$ cat config.mk
export PLATFORM = sky130hd
export DESIGN_NAME = xex_segment_chunker_flat
export DESIGN_NICKNAME = d
export VERILOG_FILES = /design/src/design/xsc_pkg.sv /design/src/design/xsc_in_if.sv /design/src/design/xsc_out_if.sv /design/src/design/xsc_parser.sv /design/src/design/xex_segment_chunker.sv /design/src/flat_wrapper.sv
export SDC_FILE = /design/constraint.sdc
export NUM_CORES = 1
export LEC_CHECK = 0
export ABC_AREA = 1
export BUFFER_PORTS_ARGS = -buffer_cell sky130_fd_sc_hd__buf_2
export CORE_MARGIN = 2
export CORE_UTILIZATION = 35
export DETAILED_ROUTE_END_ITERATION = 10
export HOLD_SLACK_MARGIN = 0.02
export SYNTH_ARGS = -nofsm -noshare
export SYNTH_HDL_FRONTEND = slang
export SYNTH_SLANG_ARGS = --single-unit
export TNS_END_PERCENT = 1
$ cat constraint.sdc
create_clock -name clk -period 5.7 [get_ports clk]
set_input_delay 0.285 -clock clk [delete_from_list [all_inputs] [get_ports clk]]
set_output_delay 0.285 -clock clk [all_outputs]
set_load 0.05 [all_outputs]
$ cat src/design/xsc_pkg.sv
// Shared types and constants for the load file segment chunker.
`timescale 1ns / 1ps

package xsc_pkg;

  // Fixed payload widths of the two channels
  localparam int BYTE_W   = 8;
  localparam int INDEX_W  = 8;
  localparam int OFFSET_W = 24;
  localparam int ADDR_W   = 16;
  localparam int SIZE_W   = 13;

  // Marker that may precede a segment start address
  localparam logic [ADDR_W-1:0] SEG_MARKER = 16'hFFFF;

  // Header length in bytes
  localparam logic [1:0] HEADER_LEN = 2'd2;

  // Parser phases
  typedef enum logic [5:0] {
    PH_HEADER   = 6'b000001,
    PH_START_LO = 6'b000010,
    PH_START_HI = 6'b000100,
    PH_END_LO   = 6'b001000,
    PH_END_HI   = 6'b010000,
    PH_DATA     = 6'b100000
  } phase_t;

  // One registered input transaction
  typedef struct packed {
    logic [BYTE_W-1:0] file_byte;
    logic              image_start;
  } item_t;

  // One chunk record
  typedef struct packed {
    logic [INDEX_W-1:0]  record_index;
    logic [OFFSET_W-1:0] file_offset;
    logic [ADDR_W-1:0]   load_address;
    logic [SIZE_W-1:0]   load_size;
    logic                table_overflow;
  } rec_t;

  // Parser result for one step
  typedef struct packed {
    logic emit;
    rec_t rec;
  } step_res_t;

endpackage

$ cat src/design/xsc_in_if.sv
// Input byte channel: valid, ready and one file byte with its image flag.
`timescale 1ns / 1ps

interface xsc_in_if;
  logic                      valid;
  logic                      ready;
  logic [xsc_pkg::BYTE_W-1:0] file_byte;
  logic                      image_start;

  modport source (output valid, output file_byte, output image_start, input ready);
  modport sink   (input valid, input file_byte, input image_start, output ready);
endinterface

$ cat src/design/xsc_out_if.sv
// Output record channel: valid, ready and one chunk record.
`timescale 1ns / 1ps

interface xsc_out_if;
  logic                        valid;
  logic                        ready;
  logic [xsc_pkg::INDEX_W-1:0]  record_index;
  logic [xsc_pkg::OFFSET_W-1:0] file_offset;
  logic [xsc_pkg::ADDR_W-1:0]   load_address;
  logic [xsc_pkg::SIZE_W-1:0]   load_size;
  logic                        table_overflow;

  modport source (output valid, output record_index, output file_offset,
                  output load_address, output load_size, output table_overflow,
                  input ready);
  modport sink   (input valid, input record_index, input file_offset,
                  input load_address, input load_size, input table_overflow,
                  output ready);
endinterface

$ cat src/design/xsc_parser.sv
// Segment parser state and the single-step update for one file byte.
`timescale 1ns / 1ps

module xsc_parser #(
  parameter int CHUNK_LIMIT = 256,
  parameter int MAX_RECORDS = 256,
  parameter int OFFSET_BITS = 24
) (
  input  logic               clk,
  input  logic               rst,
  input  logic               step,
  input  xsc_pkg::item_t     item,
  output xsc_pkg::step_res_t res
);
  import xsc_pkg::*;

  localparam int FILL_W = $clog2(CHUNK_LIMIT + 1);
  localparam int RC_W   = $clog2(MAX_RECORDS + 1);
  localparam logic [FILL_W-1:0]   FILL_LIMIT = FILL_W'(CHUNK_LIMIT);
  localparam logic [ADDR_W-1:0]   ADDR_STEP  = ADDR_W'(CHUNK_LIMIT);
  localparam logic [RC_W-1:0]     RC_LIMIT   = RC_W'(MAX_RECORDS);

  // State registers
  phase_t                 phase;
  logic [1:0]             hdr_cnt;
  logic                   marker_skipped;
  logic [ADDR_W-1:0]      seg_start;
  logic [BYTE_W-1:0]      end_low;
  logic [ADDR_W-1:0]      bytes_left;
  logic [FILL_W-1:0]      chunk_fill;
  logic [OFFSET_BITS-1:0] byte_pos;
  logic [RC_W-1:0]        rec_count;

  phase_t                 phase_next;
  logic [1:0]             hdr_cnt_next;
  logic                   marker_skipped_next;
  logic [ADDR_W-1:0]      seg_start_next;
  logic [BYTE_W-1:0]      end_low_next;
  logic [ADDR_W-1:0]      bytes_left_next;
  logic [FILL_W-1:0]      chunk_fill_next;
  logic [OFFSET_BITS-1:0] byte_pos_next;
  logic [RC_W-1:0]        rec_count_next;

  // Values seen by this byte: a new image starts from the reset state
  phase_t                 cur_phase;
  logic [1:0]             cur_hdr_cnt;
  logic                   cur_marker;
  logic [ADDR_W-1:0]      cur_seg;
  logic [ADDR_W-1:0]      cur_left;
  logic [FILL_W-1:0]      cur_fill;
  logic [OFFSET_BITS-1:0] cur_pos;
  logic [RC_W-1:0]        cur_rc;

  logic [ADDR_W-1:0]      start_word;
  logic [ADDR_W-1:0]      end_word;
  logic [ADDR_W-1:0]      seg_size;
  logic [ADDR_W-1:0]      emit_len_src;
  logic [ADDR_W-1:0]      emit_addr;
  logic [OFFSET_BITS-1:0] emit_pos;
  logic                   do_emit;
  logic                   ovf;

  always_comb begin
    cur_phase   = item.image_start ? PH_HEADER : phase;
    cur_hdr_cnt = item.image_start ? 2'd0 : hdr_cnt;
    cur_marker  = item.image_start ? 1'b0 : marker_skipped;
    cur_seg     = item.image_start ? '0 : seg_start;
    cur_left    = item.image_start ? '0 : bytes_left;
    cur_fill    = item.image_start ? '0 : chunk_fill;
    cur_pos     = item.image_start ? '0 : byte_pos;
    cur_rc      = item.image_start ? '0 : rec_count;
  end

  assign start_word = {item.file_byte, cur_seg[BYTE_W-1:0]};
  assign end_word   = {item.file_byte, item.image_start ? 8'd0 : end_low};
  assign seg_size   = end_word - cur_seg + 16'd1;

  // Advance the parse by one byte
  always_comb begin
    phase_next          = cur_phase;
    hdr_cnt_next        = cur_hdr_cnt;
    marker_skipped_next = cur_marker;
    seg_start_next      = cur_seg;
    end_low_next        = item.image_start ? 8'd0 : end_low;
    bytes_left_next     = cur_left;
    chunk_fill_next     = cur_fill;
    byte_pos_next       = cur_pos + 1'b1;
    do_emit             = 1'b0;
    emit_len_src        = seg_size;
    emit_addr           = cur_seg;
    emit_pos            = cur_pos + 1'b1;

    unique case (cur_phase)
      PH_HEADER: begin
        hdr_cnt_next = cur_hdr_cnt + 2'd1;
        if (hdr_cnt_next >= HEADER_LEN) begin
          phase_next = PH_START_LO;
        end
      end
      PH_START_HI: begin
        seg_start_next = start_word;
        if (start_word == SEG_MARKER && !cur_marker) begin
          marker_skipped_next = 1'b1;
          phase_next          = PH_START_LO;
        end else begin
          phase_next = PH_END_LO;
        end
      end
      PH_END_LO: begin
        end_low_next = item.file_byte;
        phase_next   = PH_END_HI;
      end
      PH_END_HI: begin
        do_emit             = 1'b1;
        marker_skipped_next = 1'b0;
        if (seg_size == '0) begin
          phase_next = PH_START_LO;
        end else begin
          bytes_left_next = seg_size;
          chunk_fill_next = '0;
          phase_next      = PH_DATA;
        end
      end
      PH_DATA: begin
        chunk_fill_next = cur_fill + 1'b1;
        if (cur_fill >= FILL_LIMIT) begin
          seg_start_next  = cur_seg + ADDR_STEP;
          chunk_fill_next = FILL_W'(1);
          do_emit         = 1'b1;
          emit_len_src    = cur_left;
          emit_addr       = cur_seg + ADDR_STEP;
          emit_pos        = cur_pos;
        end
        bytes_left_next = cur_left - 16'd1;
        if (bytes_left_next == '0) begin
          marker_skipped_next = 1'b0;
          phase_next          = PH_START_LO;
        end
      end
      default: begin
        seg_start_next = {8'd0, item.file_byte};
        phase_next     = PH_START_HI;
      end
    endcase
  end

  // Build the record and count it unless the table is full
  always_comb begin
    ovf                    = cur_rc >= RC_LIMIT;
    res.emit               = do_emit;
    res.rec.record_index   = ovf ? '0 : INDEX_W'(cur_rc);
    res.rec.file_offset    = OFFSET_W'(emit_pos);
    res.rec.load_address   = emit_addr;
    res.rec.load_size      = (emit_len_src < ADDR_STEP) ? SIZE_W'(emit_len_src)
                                                        : SIZE_W'(CHUNK_LIMIT);
    res.rec.table_overflow = ovf;
    rec_count_next         = (do_emit && !ovf) ? cur_rc + 1'b1 : cur_rc;
  end

  // Hold state until a byte is stepped
  always_ff @(posedge clk) begin
    if (rst) begin
      phase          <= PH_HEADER;
      hdr_cnt        <= '0;
      marker_skipped <= 1'b0;
      seg_start      <= '0;
      end_low        <= '0;
      bytes_left     <= '0;
      chunk_fill     <= '0;
      byte_pos       <= '0;
      rec_count      <= '0;
    end else if (step) begin
      phase          <= phase_next;
      hdr_cnt        <= hdr_cnt_next;
      marker_skipped <= marker_skipped_next;
      seg_start      <= seg_start_next;
      end_low        <= end_low_next;
      bytes_left     <= bytes_left_next;
      chunk_fill     <= chunk_fill_next;
      byte_pos       <= byte_pos_next;
      rec_count      <= rec_count_next;
    end
  end

endmodule

$ cat src/design/xex_segment_chunker.sv
// Top level: input register, segment parser and output record register.
// Path: an accepted byte is held in the input register and its record in the output register.
// Throughput: one byte per cycle unless the output stalls; the parser step is combinational.
// A stalled output register holds its record while one more byte waits in the input register.
// Reset: synchronous rst empties both registers and returns the parser to the header phase.
`timescale 1ns / 1ps

module xex_segment_chunker #(
  parameter int CHUNK_LIMIT = 256,
  parameter int MAX_RECORDS = 256,
  parameter int OFFSET_BITS = 24
) (
  input logic      clk,
  input logic      rst,
  xsc_in_if.sink   stream,
  xsc_out_if.source records
);
  import xsc_pkg::*;

  logic      in_valid_q;
  item_t     in_item_q;
  logic      out_valid;
  rec_t      out_rec;
  logic      advance;
  logic      step;
  step_res_t res;

  assign advance      = !out_valid || records.ready;
  assign step         = in_valid_q && advance;
  assign stream.ready = !in_valid_q || advance;

  // Capture an input transaction, drop it once stepped
  always_ff @(posedge clk) begin
    if (rst) begin
      in_valid_q <= 1'b0;
    end else if (stream.valid && stream.ready) begin
      in_valid_q <= 1'b1;
    end else if (step) begin
      in_valid_q <= 1'b0;
    end
  end

  always_ff @(posedge clk) begin
    if (stream.valid && stream.ready) begin
      in_item_q.file_byte   <= stream.file_byte;
      in_item_q.image_start <= stream.image_start;
    end
  end

  xsc_parser #(
    .CHUNK_LIMIT(CHUNK_LIMIT),
    .MAX_RECORDS(MAX_RECORDS),
    .OFFSET_BITS(OFFSET_BITS)
  ) u_parser (
    .clk (clk),
    .rst (rst),
    .step(step),
    .item(in_item_q),
    .res (res)
  );

  // Load a record when the output is free
  always_ff @(posedge clk) begin
    if (rst) begin
      out_valid <= 1'b0;
    end else if (advance) begin
      out_valid <= step && res.emit;
    end
  end

  always_ff @(posedge clk) begin
    if (step && res.emit) begin
      out_rec <= res.rec;
    end
  end

  assign records.valid          = out_valid;
  assign records.record_index   = out_rec.record_index;
  assign records.file_offset    = out_rec.file_offset;
  assign records.load_address   = out_rec.load_address;
  assign records.load_size      = out_rec.load_size;
  assign records.table_overflow = out_rec.table_overflow;

  // A waiting byte stays put while the output stalls
  a_hold_input: assert property (@(posedge clk) disable iff (rst)
    in_valid_q && !advance |=> in_valid_q && $stable(in_item_q))
    else $error("input register changed while stalled");

  // Dropped records carry index zero
  a_ovf_index: assert property (@(posedge clk) disable iff (rst)
    out_valid && out_rec.table_overflow |-> out_rec.record_index == '0)
    else $error("overflow record with nonzero index");

  // Chunk size never exceeds the limit
  a_size_cap: assert property (@(posedge clk) disable iff (rst)
    out_valid |-> out_rec.load_size <= SIZE_W'(CHUNK_LIMIT))
    else $error("chunk size above limit");

endmodule
$ cat src/flat_wrapper.sv
// flat-port wrapper written by rule: the top's interface ports become plain ports
module xex_segment_chunker_flat import xsc_pkg::*;
#(
  parameter int CHUNK_LIMIT = 256,
  parameter int MAX_RECORDS = 256,
  parameter int OFFSET_BITS = 24
)
  (clk, rst, stream_valid, stream_file_byte, stream_image_start, stream_ready, records_valid, records_record_index, records_file_offset, records_load_address, records_load_size, records_table_overflow, records_ready);
  xsc_in_if stream_i ();
  xsc_out_if records_i ();
  input logic clk;
  input logic rst;
  input wire logic [$bits(stream_i.valid)-1:0] stream_valid;
  input wire logic [$bits(stream_i.file_byte)-1:0] stream_file_byte;
  input wire logic [$bits(stream_i.image_start)-1:0] stream_image_start;
  output wire logic [$bits(stream_i.ready)-1:0] stream_ready;
  output wire logic [$bits(records_i.valid)-1:0] records_valid;
  output wire logic [$bits(records_i.record_index)-1:0] records_record_index;
  output wire logic [$bits(records_i.file_offset)-1:0] records_file_offset;
  output wire logic [$bits(records_i.load_address)-1:0] records_load_address;
  output wire logic [$bits(records_i.load_size)-1:0] records_load_size;
  output wire logic [$bits(records_i.table_overflow)-1:0] records_table_overflow;
  input wire logic [$bits(records_i.ready)-1:0] records_ready;
  assign stream_i.valid = stream_valid;
  assign stream_i.file_byte = stream_file_byte;
  assign stream_i.image_start = stream_image_start;
  assign stream_ready = stream_i.ready;
  assign records_valid = records_i.valid;
  assign records_record_index = records_i.record_index;
  assign records_file_offset = records_i.file_offset;
  assign records_load_address = records_i.load_address;
  assign records_load_size = records_i.load_size;
  assign records_table_overflow = records_i.table_overflow;
  assign records_i.ready = records_ready;
  xex_segment_chunker #(.CHUNK_LIMIT(CHUNK_LIMIT), .MAX_RECORDS(MAX_RECORDS), .OFFSET_BITS(OFFSET_BITS)) u_core (.clk(clk), .rst(rst), .stream(stream_i), .records(records_i));
endmodule
==> summary.md, run 1 <==
| Metric | Value |
|---|---|
| Outcome | `complete, no violations` |
| Cell area after synthesis | `0.01003 sq mm` |
| WP data required | `5990 ps` |
| DIE HEIGHT | `173.3 um` |
| Share of power burned in registers | `0.447` |
| Busiest layer in global routing | `met2` |
| CP startpoint | `u_core.in_item_q[0]` |
| Routed wire length per instance | `14.34 um` |
| Final instance area | `0.01141 sq mm` |
| Die Wd | `173.3 um` |
| PwrDens | `252.0 mW/mm^2` |
| Switch share | `0.3013` |
| Drt pass-1 iters | `5` |
| GR Layer Usage met1 | `0.2425` |
| Multi-input gate area | `0.004947 sq mm` |
| Cell variety after synth | `between 40 and 50` |
| VDD IR-drop max | `218.2 uV` |
| Antenna cell count | `0` |
| Final hold slack | `roughly 33 ps` |
| Max Freq | `0.2326 GHz` |
| Rows | `61` |
| Initial Util | `0.3582` |
| Share of cells above drive strength 1 | `0.1025` |
| YS warnings | `0` |
| LEAKAGE | `5.014 nW` |
| CP arrival | `4590 ps` |
| Clock latency on the worst-skew pair | `~430 ps` |
| Sequential element share of the synthesized area | `0.3981` |
| Core box area | `0.02801 sq mm` |
| Dpl hpwl | `18830 um` |
| Area delta synth->final | `13.71%` |
| Class of the worst hold path | `in2reg` |
| Share of the synthesized area in the top cell type | `0.2125` |
| Critical path type | `reg2reg` |
| Area post-placement | `between 0.01 and 0.015 sq mm` |
| Critical-path maximum fanout | `28` |
| Drt via density | `approximately 5.0` |
| TNS Setup | `0 ps` |
| M2 GR Usage | `0.2930` |
| Switching Power | `0.0008662 W` |
| RD Place Congestion | `0.8765` |
| Gate power share | `0.148` |
| Seq. cell area | `approximately 0.0040 sq mm` |
| Reg2Reg Launch Point | `u_core.in_item_q[0]` |
| Fill count | `2916` |
| # IOs | `a little under 80` |
| Worst Setup End Kind | `flop` |
| Vias in the first global route | `8534` |
| Worst-Margin Slew | `about 780 ps` |
| Async set-reset flop share out of synthesis | `0` |
| Met3 usage | `0.02851` |
| Post-synthesis register bit count | `164` |
| Initial DRC count | `~750` |
| Post-CTS Setup Repair Bufs | `0` |
| Yosys top cell by area | `edfxtp_1` |
| Tot Pwr | `0.002874 W` |
| Clk pin slew, worst setup/hold paths | `around 70 ps` |
| Synth top area cells | `edfxtp_1 21%, dfxtp_1 19%, nand2_1 13%` |
| First-pass GRT wire length | `44040 um` |
| Synth Flop Type | `dfxtp_1` |
| RSZ-0062 raised after global routing | `no` |
| Setup violations, final | `0` |
| Most common cell after layout, fill and taps aside | `nand2_1` |
| Syn Area/Cell | `slightly above 7 sq um` |
| Final wirelength | `about 27000 um` |
| Largest net degree at the start of global routing | `70` |
| Maxcap violations | `0` |
| Relative slew slack | `0.4796` |
| # DRC | `0` |
| TritonCTS clock tree | `built` |
| Port Buffer Count | `76` |
| Period minus WS final | `4299 ps` |
| Pint | `between 0.002 and 0.0025 W` |
| HP Start | `stream_file_byte[2]` |
| Die area | `0.03003 sq mm` |
| Total clock sinks | `roughly 160` |
| Post-route ant nets | `0` |
| Root Driver | `clkbuf_16` |
| Via count | `9288` |
| Period Utilization, post-route | `0.7542` |
| Buffer depth of the longest clock path | `2` |
| CTS buffer count | `17` |
| Initial antenna violation count | `0` |
| Final hold violations | `0` |
| Power share of the clock group | `0.405` |
| Most frequent cells in the layout | `340 x nand2_1, 224 x inv_1, 146 x nor2_1, 107 x a21oi_1, 97 x o21ai_0` |
| Overall Global Routing Usage | `0.1797` |
| H-tree depth | `4` |
| Skew final | `12.10 ps` |
| Mapped Cells | `1419` |
| Post-synth EDFFs | `71` |
| Count of pins over their slew limit | `0` |
| # nets final | `1529` |
| Critical path startpoint category | `flop` |
| GR Overflow Total | `0` |
[state kept, by name (all words and copies together), names as in the netlist]
signal,count
u_core.records.load_size,13
u_core.records.record_index,8
u_core.records.table_overflow,1
u_core.u_parser.bytes_left,16
u_core.u_parser.phase,6
u_core.in_valid_q,1
u_core.u_parser.marker_skipped,1
u_core.records.valid,1
u_core.u_parser.end_low,8
u_core.records.load_address,16
u_core.u_parser.rec_count,9
u_core.u_parser.byte_pos,24
u_core.u_parser.chunk_fill,9
u_core.in_item_q,9
u_core.records.file_offset,24
u_core.u_parser.seg_start,16
u_core.u_parser.hdr_cnt,2
[synthesized netlist by cell type (all sizes together) (2+ instances only)]
cell type / count
a21oi: 107
a31oi: 13
and2: 2
and3: 2
buf: 21
clkbuf: 33
clkinv: 2
dfxtp: 93
edfxtp: 71
ha: 35
inv: 228
nand2: 349
nand3: 75
nand3b: 3
nand4: 26
nor2: 158
nor3: 17
nor4: 3
o211ai: 30
o21a: 2
o21ai: 99
o22ai: 6
o31ai: 3
or3: 2
xnor2: 2
xor2: 27
[worst paths after layout]
path | slack [ps] | endpoint | cells after the start
worst min-delay path | 30 | u_core.in_item_q[3] | 1
worst min register to register | 470 | u_core.u_parser.chunk_fill[6] | 2
worst max-delay path | 1400 | u_core.u_parser.phase[5] | 17
worst max register to register | 1400 | u_core.u_parser.phase[5] | 17
[timing repair]
action                     4_1_cts  5_1_grt
setup endpoints to repair        0        0
hold buffers                     7        1
hold endpoints to repair         7        1
resized for setup                0        0
[per-layer routing]
metal  wire [um]  vias to the layer above
li1            -                     4751
met5           0                        -
met2       12330                      255
met4         653                        0
met3        1234                       45
met1       12620                     4237
[worst max-delay path, stage by stage (launching register included)]
cell and delay (ps):
edfxtp_1 640, inv_2 530, nand2_1 150, ha_1 300, inv_1 40, ha_1 230
fa_1 490, or2_2 310, nor3_1 180, nand3_1 90, nor2_1 90, nand2_1 90
nor2_4 160, nand2_1 340, nand2_1 300, nand2_1 80, nand2_1 60, a21oi_1 70
[through the flow]
stage	setup slack [ps]	util	std cells
floorplan	924.2	-	1422
global placement	1486	0.3833	1831
detailed placement	1445	0.3833	1831
CTS	1432	0.4069	1870
finish	1401	0.4072	1871
global route	944.5	0.4072	1871
[power by group through the flow]
stage / clock [W] / combinational [W] / sequential, W
detailed placement: 0 / 0.000419 / 0.00131
global route: 0.00124 / 0.000488 / 0.00129
floorplan: 0 / 0.000320 / 0.00130
global placement: 0 / 0.000415 / 0.00131
finish: 0.00116 / 0.000427 / 0.00128
CTS: 0.00119 / 0.000424 / 0.00128
[logic make-up after synthesis]
group,synth area share
AO/OA/AOI/OAI,0.1458
XOR/XNOR,0.02532
adder cells (fa/ha/maj),0.04565
buffers and inverters,0.1109
flip-flops,0.3981
other,0.0003738
AND/OR/NAND/NOR,0.2739
[area by class of cell]
class                   count  share of cell area
clock buffers              17             0.03729
clock inverters            15             0.01437
inverters                 230             0.07568
multi-input cells         974              0.4337
flip-flops and latches    164              0.3501
well taps                 378             0.04146
repair buffers             93             0.04738
No activity file was read; power rests on OpenSTA's default activity.
==> inputs of run 2 (changes only) <==
==> constraint.sdc (replaced) <==
create_clock -name clk -period 3.65 [get_ports clk]
set_input_delay 0.1825 -clock clk [delete_from_list [all_inputs] [get_ports clk]]
set_output_delay 0.1825 -clock clk [all_outputs]
set_load 0.05 [all_outputs]
==> summary.md, run 2 (same netlist as run 1, synthesis figures left out) <==
| Metric | Value |
|---|---|
| Outcome | `complete, no violations (unchanged)` |
| Clk pin slew, worst setup/hold paths | `70 ps (about the same)` |
| Initial Util | `0.3582 (unchanged)` |
| Skew final | `13.40 ps (was 12.10 ps)` |
| Drt pass-1 iters | `5 (unchanged)` |
| Max Freq | `0.2913 GHz (was 0.2326 GHz)` |
| Reg2Reg Launch Point | `u_core.in_item_q[0] (unchanged)` |
| TritonCTS clock tree | `built (unchanged)` |
| WP data required | `3970 ps (was 5990 ps)` |
| Die Wd | `173.3 um (unchanged)` |
| Root Driver | `clkbuf_16 (unchanged)` |
| Period minus WS final | `3433 ps (was 4299 ps)` |
| HP Start | `stream_valid (was stream_file_byte[2])` |
| H-tree depth | `4 (unchanged)` |
| Share of cells above drive strength 1 | `0.1259 (was 0.1025)` |
| R2R cell count | `16 (was 17)` |
| Setup violations, final | `0 (unchanged)` |
| Worst Hold End | `u_core.in_valid_q (was u_core.in_item_q[3])` |
| Placed cell count | `1851 (was 1831)` |
| Die area | `0.03003 sq mm (unchanged)` |
| Final hold violations | `0 (unchanged)` |
| Critical path startpoint category | `flop (unchanged)` |
| Initial antenna violation count | `0 (unchanged)` |
| Worst Setup End Kind | `flop (unchanged)` |
| Rows | `61 (unchanged)` |
| Relative slew slack | `0.4601 (was 0.4796)` |
| Hold path cells | `3 (was 1)` |
| Via count | `9368 (was 9288)` |
| Class of the worst hold path | `in2reg (unchanged)` |
| VDD IR-drop max | `319.8 uV (was 218.2 uV)` |
| GR Overflow Total | `0 (unchanged)` |
| PwrDens | `398.9 mW/mm^2 (was 252.0 mW/mm^2)` |
| Most common cell after layout, fill and taps aside | `nand2_1 (unchanged)` |
| Vias in the first global route | `8733 (was 8534)` |
| First-pass GRT wire length | `44370 um (was 44040 um)` |
| Clock latency on the worst-skew pair | `430 ps (about the same)` |
| # DRC | `0 (unchanged)` |
| Port Buffer Count | `76 (unchanged)` |
| Core box area | `0.02801 sq mm (unchanged)` |
| Seq. cell area | `0.003994 sq mm (unchanged)` |
| DIE HEIGHT | `173.3 um (unchanged)` |
| Critical-path maximum fanout | `5 (was 28)` |
| Buffer depth of the longest clock path | `2 (unchanged)` |
| Post-route insts no fill | `1895 (was 1871)` |
| Fill count | `2902 (was 2916)` |
| CP arrival | `3750 ps (was 4590 ps)` |
| Most frequent cells in the layout | `338 x nand2_1, 224 x inv_1, 142 x nor2_1, 106 x a21oi_1, 97 x o21ai_0 (was 340 x nand2_1, 224 x inv_1, 146 x nor2_1, 107 x a21oi_1, 97 x o21ai_0)` |
| # nets final | `1553 (was 1529)` |
| RD Place Congestion | `0.9438 (was 0.8765)` |
| Period Utilization, post-route | `0.9407 (was 0.7542)` |
| Largest net degree at the start of global routing | `84 (was 70)` |
| Maxcap violations | `0 (unchanged)` |
| Initial DRC count | `816 (was 751)` |
| Dpl hpwl | `19380 um (was 18830 um)` |
| Critical path type | `reg2reg (unchanged)` |
| Multi-input gate area | `0.004997 sq mm (was 0.004947 sq mm)` |
| CTS buffer count | `17 (unchanged)` |
| Total clock sinks | `164 (unchanged)` |
| Worst-Margin Slew | `809.8 ps (was 778.8 ps)` |
| # IOs | `77 (unchanged)` |
| Reg-to-reg endpoint | `u_core.u_parser.bytes_left[13] (was u_core.u_parser.phase[5])` |
| Tot Pwr | `0.004659 W (was 0.002874 W)` |
| Area delta synth->final | `16.41% (was 13.71%)` |
| Reg-to-reg slack, setup | `220 ps (was 1400 ps)` |
| Antenna cell count | `0 (unchanged)` |
| Overall Global Routing Usage | `0.1813 (was 0.1797)` |
| Routed wire length per instance | `14.43 um (was 14.34 um)` |
| Final wirelength | `27340 um (was 26840 um)` |
| Drt via density | `4.944 (was 4.964)` |
| Count of pins over their slew limit | `0 (unchanged)` |
| Post-route ant nets | `0 (unchanged)` |
| LEAKAGE | `5.151 nW (was 5.014 nW)` |
==> run 2: how the worst max path moves through the flow <==
stage	from	end	slack [ps]	cells after the start
finish	u_core.in_item_q[0]	u_core.u_parser.bytes_left[13]	220	16
global route	u_core.in_item_q[0]	u_core.records.load_size[7]	-20	18
CTS	u_core.in_item_q[0]	u_core.records.load_size[6]	160	19
detailed placement	u_core.in_item_q[0]	u_core.records.load_size[7]	170	19
global placement	u_core.in_item_q[0]	u_core.records.load_size[1]	180	19
floorplan	u_core.in_item_q[0]	u_core.u_parser.bytes_left[2]	-110	20
==> run 2: layout make-up <==
type	count	area share
repair buffers	116	0.06192
clock inverters	14	0.01618
flip-flops and latches	164	0.3420
well taps	378	0.04050
multi-input cells	975	0.4279
clock buffers	18	0.03760
inverters	230	0.07392
==> run 2: critical path, stage by stage (launching register included) <==
cell and delay (ps):
edfxtp_1 460, nor2_1 250, ha_1 270, inv_1 60, ha_2 210, fa_2 490
or2_2 330, nor3_2 160, nand3_1 100, nor2_1 100, nand2_1 100, nor2_4 130
nand2_1 130, nand2_1 240, nor2_1 120, nor2_1 110, a21oi_1 70
==> run 2: metrics by stage <==
step	util	setup TNS (ps)	hold WS [ps]	cell area, sq um	worst slack (ps)
global placement	0.3887	0	360.6	10890	177.1
floorplan	-	-734.3	281.4	10050	-106.1
detailed placement	0.3887	0	362.1	10890	170.7
CTS	0.4143	0	25.36	11610	156.4
finish	0.4169	0	35.06	11680	216.5
global route	0.4169	-82.64	38.22	11680	-18.45
==> run 2: metal layers <==
metal	vias to the layer above	global-route usage	wire (um)
met3	33	0.03136	1225
met1	4301	0.2317	12680
met4	0	0.05508	498
met2	248	0.3120	12930
li1	4786	-	-
met5	-	0	0
==> run 2: repair_timing <==
item / CTS / global route
setup buffers: 0 / 2
endpoints found under the setup margin: 0 / 36
gates resized for setup: 0 / 18
hold buffers: 9 / 0
hold endpoints to repair: 9 / 0
==> run 2: report_power, final <==
group	switching [W]	leakage [nW]	internal (W)
Sequential	0.0000377	1.44	0.00196
Combinational	0.000484	3.41	0.000228
Clock	0.000831	0.301	0.00112
Total	0.00135	5.15	0.00331
